### config.mk
export PLATFORM = sky130hd
export DESIGN_NAME = vaa_cordic_stage
export DESIGN_NICKNAME = d
export VERILOG_FILES = /design/src/hw/rtl/vaa_pkg.sv /design/src/hw/rtl/vaa_cordic_stage.sv
export SDC_FILE = /design/constraint.sdc
export NUM_CORES = 1
export LEC_CHECK = 0
export ABC_AREA = 1
export BUFFER_PORTS_ARGS = -buffer_cell sky130_fd_sc_hd__buf_4
export CELL_PAD_IN_SITES_DETAIL_PLACEMENT = 2
export CELL_PAD_IN_SITES_GLOBAL_PLACEMENT = 2
export CORE_ASPECT_RATIO = 1.4
export CORE_MARGIN = 1.5
export CORE_UTILIZATION = 32
export DETAILED_ROUTE_END_ITERATION = 16
export PLACE_DENSITY_LB_ADDON = 0.1
export SYNTH_ARGS = -nofsm -noshare
export SYNTH_HDL_FRONTEND = slang
export SYNTH_SLANG_ARGS = --single-unit
### constraint.sdc
create_clock -name clk -period 6.3 [get_ports clk]
set_clock_uncertainty 0.2 [all_clocks]
set_input_delay 0.315 -clock clk [delete_from_list [all_inputs] [get_ports clk]]
set_output_delay 0.315 -clock clk [all_outputs]
set_load 0.01 [all_outputs]
### src/hw/rtl/vaa_pkg.sv
// Shared constants, control struct and arctangent table for the vector angle pipeline.
// No dependencies; imported by vaa_cordic_stage and vector_angle_atan2.
`default_nettype none

package vaa_pkg;

  // Default parameter values
  localparam int ROTATION_STEPS_DEF = 16;
  localparam int COORD_BITS_DEF     = 16;

  // Fixed-point layout
  localparam int GUARD_SHIFT = 24;          // datapath fraction bits
  localparam int TABLE_LEN   = 24;          // entries in the arctangent table
  localparam int IDX_W       = 5;           // table index width
  localparam int XW_HEAD     = 3;           // headroom bits for CORDIC gain and sign
  localparam int ACC_W       = 28;          // angle accumulator, units of 2^-24 rad
  localparam int ANGLE_W     = 16;          // output angle, units of 2^-13 rad
  localparam int ROUND_SHIFT = 11;
  localparam int OUT_Q_W     = ACC_W - ROUND_SHIFT;

  localparam logic [ACC_W-1:0] ACC_PI     = ACC_W'(52707179);
  localparam logic [ACC_W-1:0] ACC_TWO_PI = ACC_W'(105414357);
  localparam logic [ACC_W-1:0] ROUND_HALF = ACC_W'(1024);

  localparam logic [ANGLE_W-1:0] OUT_ZERO          = ANGLE_W'(0);
  localparam logic [ANGLE_W-1:0] OUT_HALF_PI       = ANGLE_W'(12868);
  localparam logic [ANGLE_W-1:0] OUT_PI            = ANGLE_W'(25736);
  localparam logic [ANGLE_W-1:0] OUT_THREE_HALF_PI = ANGLE_W'(38604);
  localparam logic [ANGLE_W-1:0] OUT_FULL_TURN     = ANGLE_W'(51472);

  // Control that travels alongside the datapath through every stage
  typedef struct packed {
    logic               valid;
    logic               special;     // axis-aligned or zero vector
    logic [ANGLE_W-1:0] spec_angle;  // answer for the special case
  } ctl_t;

  // atan(2^-i) * 2^24, rounded to nearest
  function automatic logic [ACC_W-1:0] micro_angle(input logic [IDX_W-1:0] idx);
    logic [ACC_W-1:0] a;
    case (idx)
      5'd0:    a = ACC_W'(13176795);
      5'd1:    a = ACC_W'(7778716);
      5'd2:    a = ACC_W'(4110060);
      5'd3:    a = ACC_W'(2086331);
      5'd4:    a = ACC_W'(1047214);
      5'd5:    a = ACC_W'(524117);
      5'd6:    a = ACC_W'(262123);
      5'd7:    a = ACC_W'(131069);
      5'd8:    a = ACC_W'(65536);
      5'd9:    a = ACC_W'(32768);
      5'd10:   a = ACC_W'(16384);
      5'd11:   a = ACC_W'(8192);
      5'd12:   a = ACC_W'(4096);
      5'd13:   a = ACC_W'(2048);
      5'd14:   a = ACC_W'(1024);
      5'd15:   a = ACC_W'(512);
      5'd16:   a = ACC_W'(256);
      5'd17:   a = ACC_W'(128);
      5'd18:   a = ACC_W'(64);
      5'd19:   a = ACC_W'(32);
      5'd20:   a = ACC_W'(16);
      5'd21:   a = ACC_W'(8);
      5'd22:   a = ACC_W'(4);
      5'd23:   a = ACC_W'(2);
      default: a = '0;
    endcase
    return a;
  endfunction

endpackage

`default_nettype wire

### src/hw/rtl/vaa_cordic_stage.sv
// One registered CORDIC vectoring micro-rotation with a fixed shift.
// Depends on vaa_pkg (ctl_t, micro_angle, ACC_W).
`default_nettype none

module vaa_cordic_stage
  import vaa_pkg::*;
#(
  parameter int XW   = 44,
  parameter int STEP = 0
) (
  input  wire logic                    clk,
  input  wire logic                    rst_n,
  input  wire ctl_t                    ctl_i,
  input  wire logic signed [XW-1:0]    x_i,
  input  wire logic signed [XW-1:0]    y_i,
  input  wire logic signed [ACC_W-1:0] acc_i,
  output ctl_t                         ctl_o,
  output logic signed [XW-1:0]         x_o,
  output logic signed [XW-1:0]         y_o,
  output logic signed [ACC_W-1:0]      acc_o
);

  logic signed [ACC_W-1:0] ang;
  logic signed [XW-1:0]    xs, ys;
  logic signed [XW-1:0]    x_nxt, y_nxt;
  logic signed [ACC_W-1:0] acc_nxt;
  ctl_t                    ctl_r;
  logic signed [XW-1:0]    x_r, y_r;
  logic signed [ACC_W-1:0] acc_r;

  assign ang = micro_angle(IDX_W'(STEP));
  assign xs  = x_i >>> STEP;
  assign ys  = y_i >>> STEP;

  // Rotate towards y = 0, direction from the sign of y
  always_comb begin
    if (!y_i[XW-1]) begin
      x_nxt   = x_i + ys;
      y_nxt   = y_i - xs;
      acc_nxt = acc_i + ang;
    end else begin
      x_nxt   = x_i - ys;
      y_nxt   = y_i + xs;
      acc_nxt = acc_i - ang;
    end
  end

  // Valid bit under reset; payload is not reset
  always_ff @(posedge clk) begin
    if (!rst_n) begin
      ctl_r.valid <= 1'b0;
    end else begin
      ctl_r.valid <= ctl_i.valid;
    end
    ctl_r.special    <= ctl_i.special;
    ctl_r.spec_angle <= ctl_i.spec_angle;
    x_r              <= x_nxt;
    y_r              <= y_nxt;
    acc_r            <= acc_nxt;
  end

  assign ctl_o = ctl_r;
  assign x_o   = x_r;
  assign y_o   = y_r;
  assign acc_o = acc_r;

endmodule

`default_nettype wire

# After elaboration in Yosys (flattened, before gate mapping)

Index checks and enable logic that the tools add are counted.

Output and inout port bits: 134
Logic and storage cells: 14
Flip-flop bits (word level): 134
Input port bits: 136

Mux-type cells: 3
Add/sub/neg operators: 5

Operators by type and width:

| operator               | count |
|---|---|
| $mux 44                | 2 |
| $sub 44x44->44         | 2 |
| $add 44x44->44         | 1 |
| $add 28x25->28 const B | 1 |
| $mux 28                | 1 |
| $sub 28x25->28 const B | 1 |

# Longest topological paths before layout

Gate-level depths: netlist of run 1.

Depth in word-level cells: 2
Mapped depth: 17
Depth with buffers taken out: 16

# Worst setup path before layout of run 1

No wires, ideal clock.

Path type: input port to flip-flop
Start point: in y_i[43]
End point: reg acc_r[26] (netlist: acc_o[26])
Arrival time: 2.381 ns
Setup time: 0.112 ns
Data required time: 5.988 ns
Stages on the path: 12
Path buffers: 1
Slack: 3.607 ns
Cells stage by stage: inv_2 -> clkbuf_1 -> ha_1 -> a21oi_1 -> nand2_1 -> nand3_1 -> nand2_1 -> a21boi_0 -> or2_2 -> nand2_1 -> nand2_1 -> nand2_1

Cells in the longest elaborated chain, start to end: 1

RTL lines:

| item                 | RTL line               | RTL |
|---|---|---|
| from (decl)          | vaa_cordic_stage.sv:15 | `input wire logic signed [XW-1:0] y_i,` |
| $mux 28              | vaa_cordic_stage.sv:37 | `if (!y_i[XW-1]) begin` |
| net acc_nxt[26]      | vaa_cordic_stage.sv:26 | `logic signed [ACC_W-1:0] acc_nxt;` |
| to (signal assigned) | vaa_cordic_stage.sv:59 | `acc_r <= acc_nxt;` |
| to (decl)            | vaa_cordic_stage.sv:29 | `logic signed [ACC_W-1:0] acc_r;` |

The timed path passes the listed nets, and every way through them passes these cells.
A chain may end at the register's enable or synchronous reset.

# Final worst setup path of run 1

Start point: in y_i[0]
End point: reg y_r[32] (netlist: y_o[32])

Cells in the longest elaborated chain, start to end: 2
Elaborated cells on any way between the ends: 3
Classes of those cells: 2 x add/sub; 1 x mux

RTL lines:

| item                                                    | RTL line                                       | RTL |
|---|---|---|
| $sub 44x44->44 / $add 44x44->44 (equally long branches) | vaa_cordic_stage.sv:39, vaa_cordic_stage.sv:43 |  |
| $mux 44 (*)                                             | vaa_cordic_stage.sv:37                         |  |
| net y_nxt[32]                                           | vaa_cordic_stage.sv:25                         | `logic signed [XW-1:0] x_nxt, y_nxt;` |
| to (signal assigned)                                    | vaa_cordic_stage.sv:58                         | `y_r <= y_nxt;` |
| to (decl)                                               | vaa_cordic_stage.sv:28                         | `logic signed [XW-1:0] x_r, y_r;` |

The timed path passes the listed nets; every way through them passes the cells marked *.

==> results.md, run 1 <==
- Synth-to-Final Area Change: 21.0%
- GRT Total Usage: roughly a third
- Fraction of registers with async set/reset: 0%
- Area contributors post-synth: nand2_1, dfxtp_1, ha_1
- CP Data Required Time: 6.46 ns
- DRC errors left: 0
- Die height: 263 microns
- Post-synth cell types: 45
- Syn. warnings: 0
- Most frequent cells in the layout: nand2_1, inv_1, buf_4
- PortBufs: 269
- P per Cell Area: between 200 and 250 mW/mm^2
- Post-DP Area: roughly 0.018 sq mm
- Syn Area/Cell: 5.68 sq um
- Crit path max fanout: 5
- Placeable Area: ~0.048 sq mm
- Num CTS Buffers: 17
- CP arrival: between 3 and 4 ns
- Synth Instances: 2722
- Worst hold stages: 3
- Worst Path Class, Setup: in2reg
- Drt wl/cell: 23.9 microns
- Area of the mapped netlist: 0.0155 sq mm
- Routed WL: a little under 90 mm
- CTS tree: built
- Clock-pin slew on the worst setup and hold paths: around 0.08 ns
- Antenna-violating nets left: 0
- RSZ-0062 raised after global routing: no
- Startpoint Class: primary input
- Cell Rows: 95
- Syn nets: slightly above 3000
- Max Cap Violations: 0
- Pre-CTS setup slack: 2.81 ns
- Crit path time final: 3.68 ns
- Ys flop type: dfxtp_1
- Max-slew violation count: 0
- Yosys top cell area share: 23.0%
- Largest net degree at the start of global routing: 73
- Peak Freq: 0.272 GHz
- Area of all placed cells without fillers: 0.0187 sq mm
- Ant. Diodes: 0
- Slew HR: 30.8%
- Post_cts resized: 0
- Die Wd: 189 microns
- HPWL Detailed: 71.1 mm
- First-pass GRT wire length: 130 mm
- Sequential cell area: 0.00266 sq mm
- # IOs: 270
- Final WS setup: 2.62 ns
- Fillers: 6221
- Via density: 5.22
- Starting Density: 32.3%
- Nets: roughly 3300
- Area of the multi-input gates: 0.0106 sq mm
- Leak: about 11 nW
- Worst vdd ir: 0.216 mV
- Largest area contributor in the netlist: nand2_1
- Endpoints failing setup: 0
- Hold Path Class: in2reg
- Status: finished clean
- Placer Congestion: approximately 0.96
- Vias: 18900
- Final Cycle Share: 58.4%
- CP endpoint kind: flip-flop
- Drt initial violations: 796
- Router iterations before antenna repair: 5
- Clock buffer depth: 2
- Grt total ovfl: 0
- Number of global-route vias before repair: ~21000
- Initial antenna violation count: 0
- Yosys reg bits: 133
- Die area: roughly 0.050 sq mm
- Most common cell after layout, fill and taps aside: nand2_1
- EDFF count, synth: 0
- Layout cells sized above 1: between 10% and 20%
- Total Neg Setup Slack: 0 ns
- Worst Hold End: y_o[1]
- CTS root buf: clkbuf_16
- Sequential area share after synthesis: 17.2%
- Fin. Hold Viols: 0
- CTS Sinks: 133
- Final total power: 4.01 mW
- Hold_sp: x_i[1]
- H-tree depth: 4
- Slew at the pin with the worst max-slew slack: 1.04 ns
report_power, final:
group | total (mW) | internal, mW | switching [mW]
Combinational | 1.86 | 0.619 | 1.24
Sequential | 1.06 | 0.991 | 0.0666
Clock | 1.09 | 0.614 | 0.480
flip-flops by register name, indices dropped and copies added (netlist names):
register	count
ctl_o	18
y_o	44
x_o	43
acc_o	28
per-layer routing:
metal  GRT usage, %  wire [microns]
met4           20.8            5570
met3           3.72            2530
met1           35.1           32100
met5              0               0
met2           67.4           46400
what timing repair did:
| item | 4_1_cts | 5_1_grt |
|---|---|---|
| endpoints found under the setup margin | 0 | 0 |
| hold endpoints to repair | 24 | 0 |
| hold buffers | 24 | 0 |
| setup buffers | 0 | 0 |
area by class of cell:
cell class              instances  share of cell area (%)
clock buffers                  21                    2.51
clock inverters                10                   0.655
inverters                     477                    9.57
multi-input cells            2052                    56.6
flip-flops and latches        133                    14.2
well taps                     630                    4.21
repair buffers                297                    12.2
worst max-delay path by stage:
stage                  from        end  slack, ns  cells after the start
floorplan           y_i[43]  acc_o[26]       3.61                     12
global placement    y_i[43]  acc_o[26]       3.02                     12
detailed placement  y_i[43]  acc_o[23]       2.81                     10
CTS                  y_i[0]    y_o[32]       2.85                     13
global route         y_i[0]    y_o[32]       2.57                     13
finish               y_i[0]    y_o[32]       2.62                     13
critical path: stages:
cell and delay, ns:
dlygate4sd3_1 0.53, buf_4 0.12, inv_1 0.06, ha_1 0.34, fa_1 0.55, o21ai_1 0.79, a21oi_2 0.32, o21ai_2 0.36
nand2_1 0.14, nand2_1 0.11, nand2_1 0.06, nand3_1 0.09, nand2_1 0.06
Yosys cell counts (all sizes together), types with 5 or more instances:
cell type  count
nand4         21
xor2          46
nand3b         6
or2            7
and2           6
clkbuf         9
nor3          18
a21o           5
buf           51
nand3        241
dfxtp        133
o21bai        33
o22ai          8
inv          476
o21ai         96
nand2        967
nor2         267
ha           155
a21oi        154
xnor2          6
cells by family after synthesis:
logic type	after synthesis	synth area share, %
multiplexers	3	0.202
buffers and inverters	537	14.3
XOR/XNOR	52	2.94
adder cells (fa/ha/maj)	159	13.1
AND/OR/NAND/NOR	1535	41.4
flip-flops	133	17.2
AO/OA/AOI/OAI	303	10.9
metrics by stage:
stage	utilization [%]	instances	hold WS, ns
2_1_floorplan	-	2722	0.143
3_3_place_gp	37.3	3565	0.219
3_5_place_dp	37.3	3565	0.221
4_1_cts	39.1	3620	0.00870
5_1_grt	39.1	3620	0.0226
6_report	39.1	3620	0.0357
Power figures use the tool's default switching activity.
==> run 2, diff against run 1 <==
- CORE_UTILIZATION: 32 -> 30
- clock period: 6.3 -> 3.8 ns (I/O delays scaled with it)
==> run 2 against run 1 <==
Die area up 6.6%. Worst hold slack worse by 0.018 ns. Via count down 1.0%. First-iteration DRC count down 11%. Largest power group unchanged. Sequential power up 64%. Power up 66%. Critical path depth down 1.
==> results.md, run 2 (same netlist as run 1, synthesis figures left out) <==
- Fin. Hold Viols: 0
- Area of the multi-input gates: 0.0106 sq mm
- Via density: 5.09
- Post_cts resized: 0
- CTS Sinks: roughly 130
- Slew at the pin with the worst max-slew slack: 1.02 ns
- Comb pwr share: between 40% and 50%
- Crit path max fanout: 5
- Final Cycle Share: 90.5%
- Layout cells sized above 1: 13.5%
- Number of global-route vias before repair: 21100
- Drt initial violations: 712
- Cell Int Power: 3.74 mW
- Router iterations before antenna repair: 5
- Area of all placed cells without fillers: 0.0191 sq mm
- Leak: 10.7 nW
- Max Cap Violations: 0
- CP arrival: 3.59 ns
- Starting Density: 30.3%
- Worst hold stages: 3
- Placer Congestion: 0.952
- Switch share: 44.0%
- Synth-to-Final Area Change: 23.5%
- CP Data Required Time: 3.95 ns
- Worst Path Class, Setup: in2reg
- Nets: about 3300
- Die height: between 200 and 300 microns
- Crit path time final: 3.44 ns
- Num CTS Buffers: 17
- Net Sw Power: 2.93 mW
- GRT Total Usage: ~33%
- Most common cell after layout, fill and taps aside: nand2_1
- Fillers: roughly 6500
- Grt total ovfl: 0
- Die area: 0.0529 sq mm
- # IOs: 270
- Total Neg Setup Slack: 0 ns
- Post-CTS setup repair buffer count: 0
- CP endpoint kind: flip-flop
- Drt wl/cell: 23.4 microns
- Final WS setup: between 0.3 and 0.4 ns
- Pre-CTS setup slack: 0.518 ns
- Cell Rows: 98
- Status: finished clean
- Max-slew violation count: 0
- Antenna-violating nets left: 0
- Worst Hold End: acc_o[15]
- Max FFs per register: 44
- First-pass GRT wire length: 130 mm
- Placeable Area: 0.0510 sq mm
- Startpoint Class: primary input
- HPWL Detailed: 72.8 mm
- Sequential Power Share: between 20% and 30%
- Peak Freq: 0.291 GHz
- Slew HR: between 30% and 40%
- Most frequent cells in the layout: nand2_1, inv_1, buf_4
- Clock buffer depth: 2
- Vias: 18700
- Hold Path Class: in2reg
- Initial antenna violation count: 0
- CTS tree: built
- Endpoints failing setup: 0
- H-tree depth: 4
- Die Wd: 195 microns
- Clock-pin slew on the worst setup and hold paths: ~0.070 ns
- Routed WL: 86.2 mm
- Sequential cell area: 0.00266 sq mm
- RSZ-0062 raised after global routing: no
- CTS root buf: clkbuf_16
- Hold_sp: acc_i[15]
- DRC errors left: 0
- Worst Hold Slack: roughly 0.017 ns
- PortBufs: 269
- Largest net degree at the start of global routing: 57
- P per Cell Area: approximately 350 mW/mm^2
- Clock group share of total power: approximately 27%
- Ant. Diodes: 0
- Worst vdd ir: 0.323 mV
- Post-DP Area: 0.0180 sq mm
## run 2: cell types whose count changed in the layout (fill, tap and decap cells not counted), sizes merged
cell and change:
dlygate4sd3 +24, buf +14, clkinv +6, clkbuf -4, clkinvlp -4, bufinv +1
inv +1
## run 2: repair_timing
| action | in CTS | in global routing |
|---|---|---|
| endpoints found under the setup margin | 0 | 0 |
| hold buffers | 48 | 0 |
| hold endpoints to repair | 47 | 0 |
## run 2: final cells by class
cell class | instances | area share [%]
clock buffer | 17 | 2.23
clock inverter | 14 | 0.937
inverter | 477 | 9.38
multi-input combinational | 2052 | 55.5
sequential | 133 | 13.9
tap | 650 | 4.26
timing repair buffer | 335 | 13.8
## run 2: stage by stage
| stage | std cells | total power, mW | utilization, % |
|---|---|---|---|
| 3_3_place_gp | 3599 | 4.69 | 35.3 |
| 6_report | 3678 | 6.67 | 37.5 |
| 5_1_grt | 3678 | 7.03 | 37.5 |
| 3_5_place_dp | 3599 | 4.79 | 35.3 |
| 2_1_floorplan | 2722 | 3.39 | - |
| 4_1_cts | 3678 | 6.67 | 37.5 |
## run 2: metal layers
layer	up-vias	track usage (%)	part of all wire, %
li1	8979	-	-
met1	9211	34.1	39
met2	394	63.5	53
met3	139	3.22	2.5
met4	0	16.5	5.4
met5	-	0	0
## run 2: how the worst max path moves through the flow
stage | from | to | slack (ns) | depth (start not counted)
after floorplan | y_i[43] | acc_o[26] | 1.23 | 12
after global placement | x_i[0] | y_o[32] | 0.61 | 11
after detailed placement | x_i[0] | y_o[24] | 0.52 | 11
after CTS | y_i[0] | y_o[24] | 0.45 | 13
after global routing | y_i[0] | y_o[24] | 0.23 | 13
final | y_i[0] | x_o[24] | 0.36 | 12
## run 2: power by group through the flow
| stage | Sequential (mW) | Combinational (mW) | Clock (mW) |
|---|---|---|---|
| floorplan | 1.86 | 1.52 | 0 |
| global placement | 1.76 | 2.93 | 0 |
| detailed placement | 1.77 | 3.03 | 0 |
| CTS | 1.74 | 3.09 | 1.84 |
| global route | 1.76 | 3.37 | 1.90 |
| finish | 1.74 | 3.11 | 1.82 |
## run 2: worst max-delay path, cell delays in order
cell and delay [ns]:
dlygate4sd3_1 0.56, buf_4 0.16, ha_1 0.32, fa_1 0.57, o21ai_2 0.54, a21oi_1 0.46
o21ai_2 0.39, nand2_1 0.12, nand2_1 0.08, nand2_1 0.05, nand3_1 0.07, nand2_1 0.06
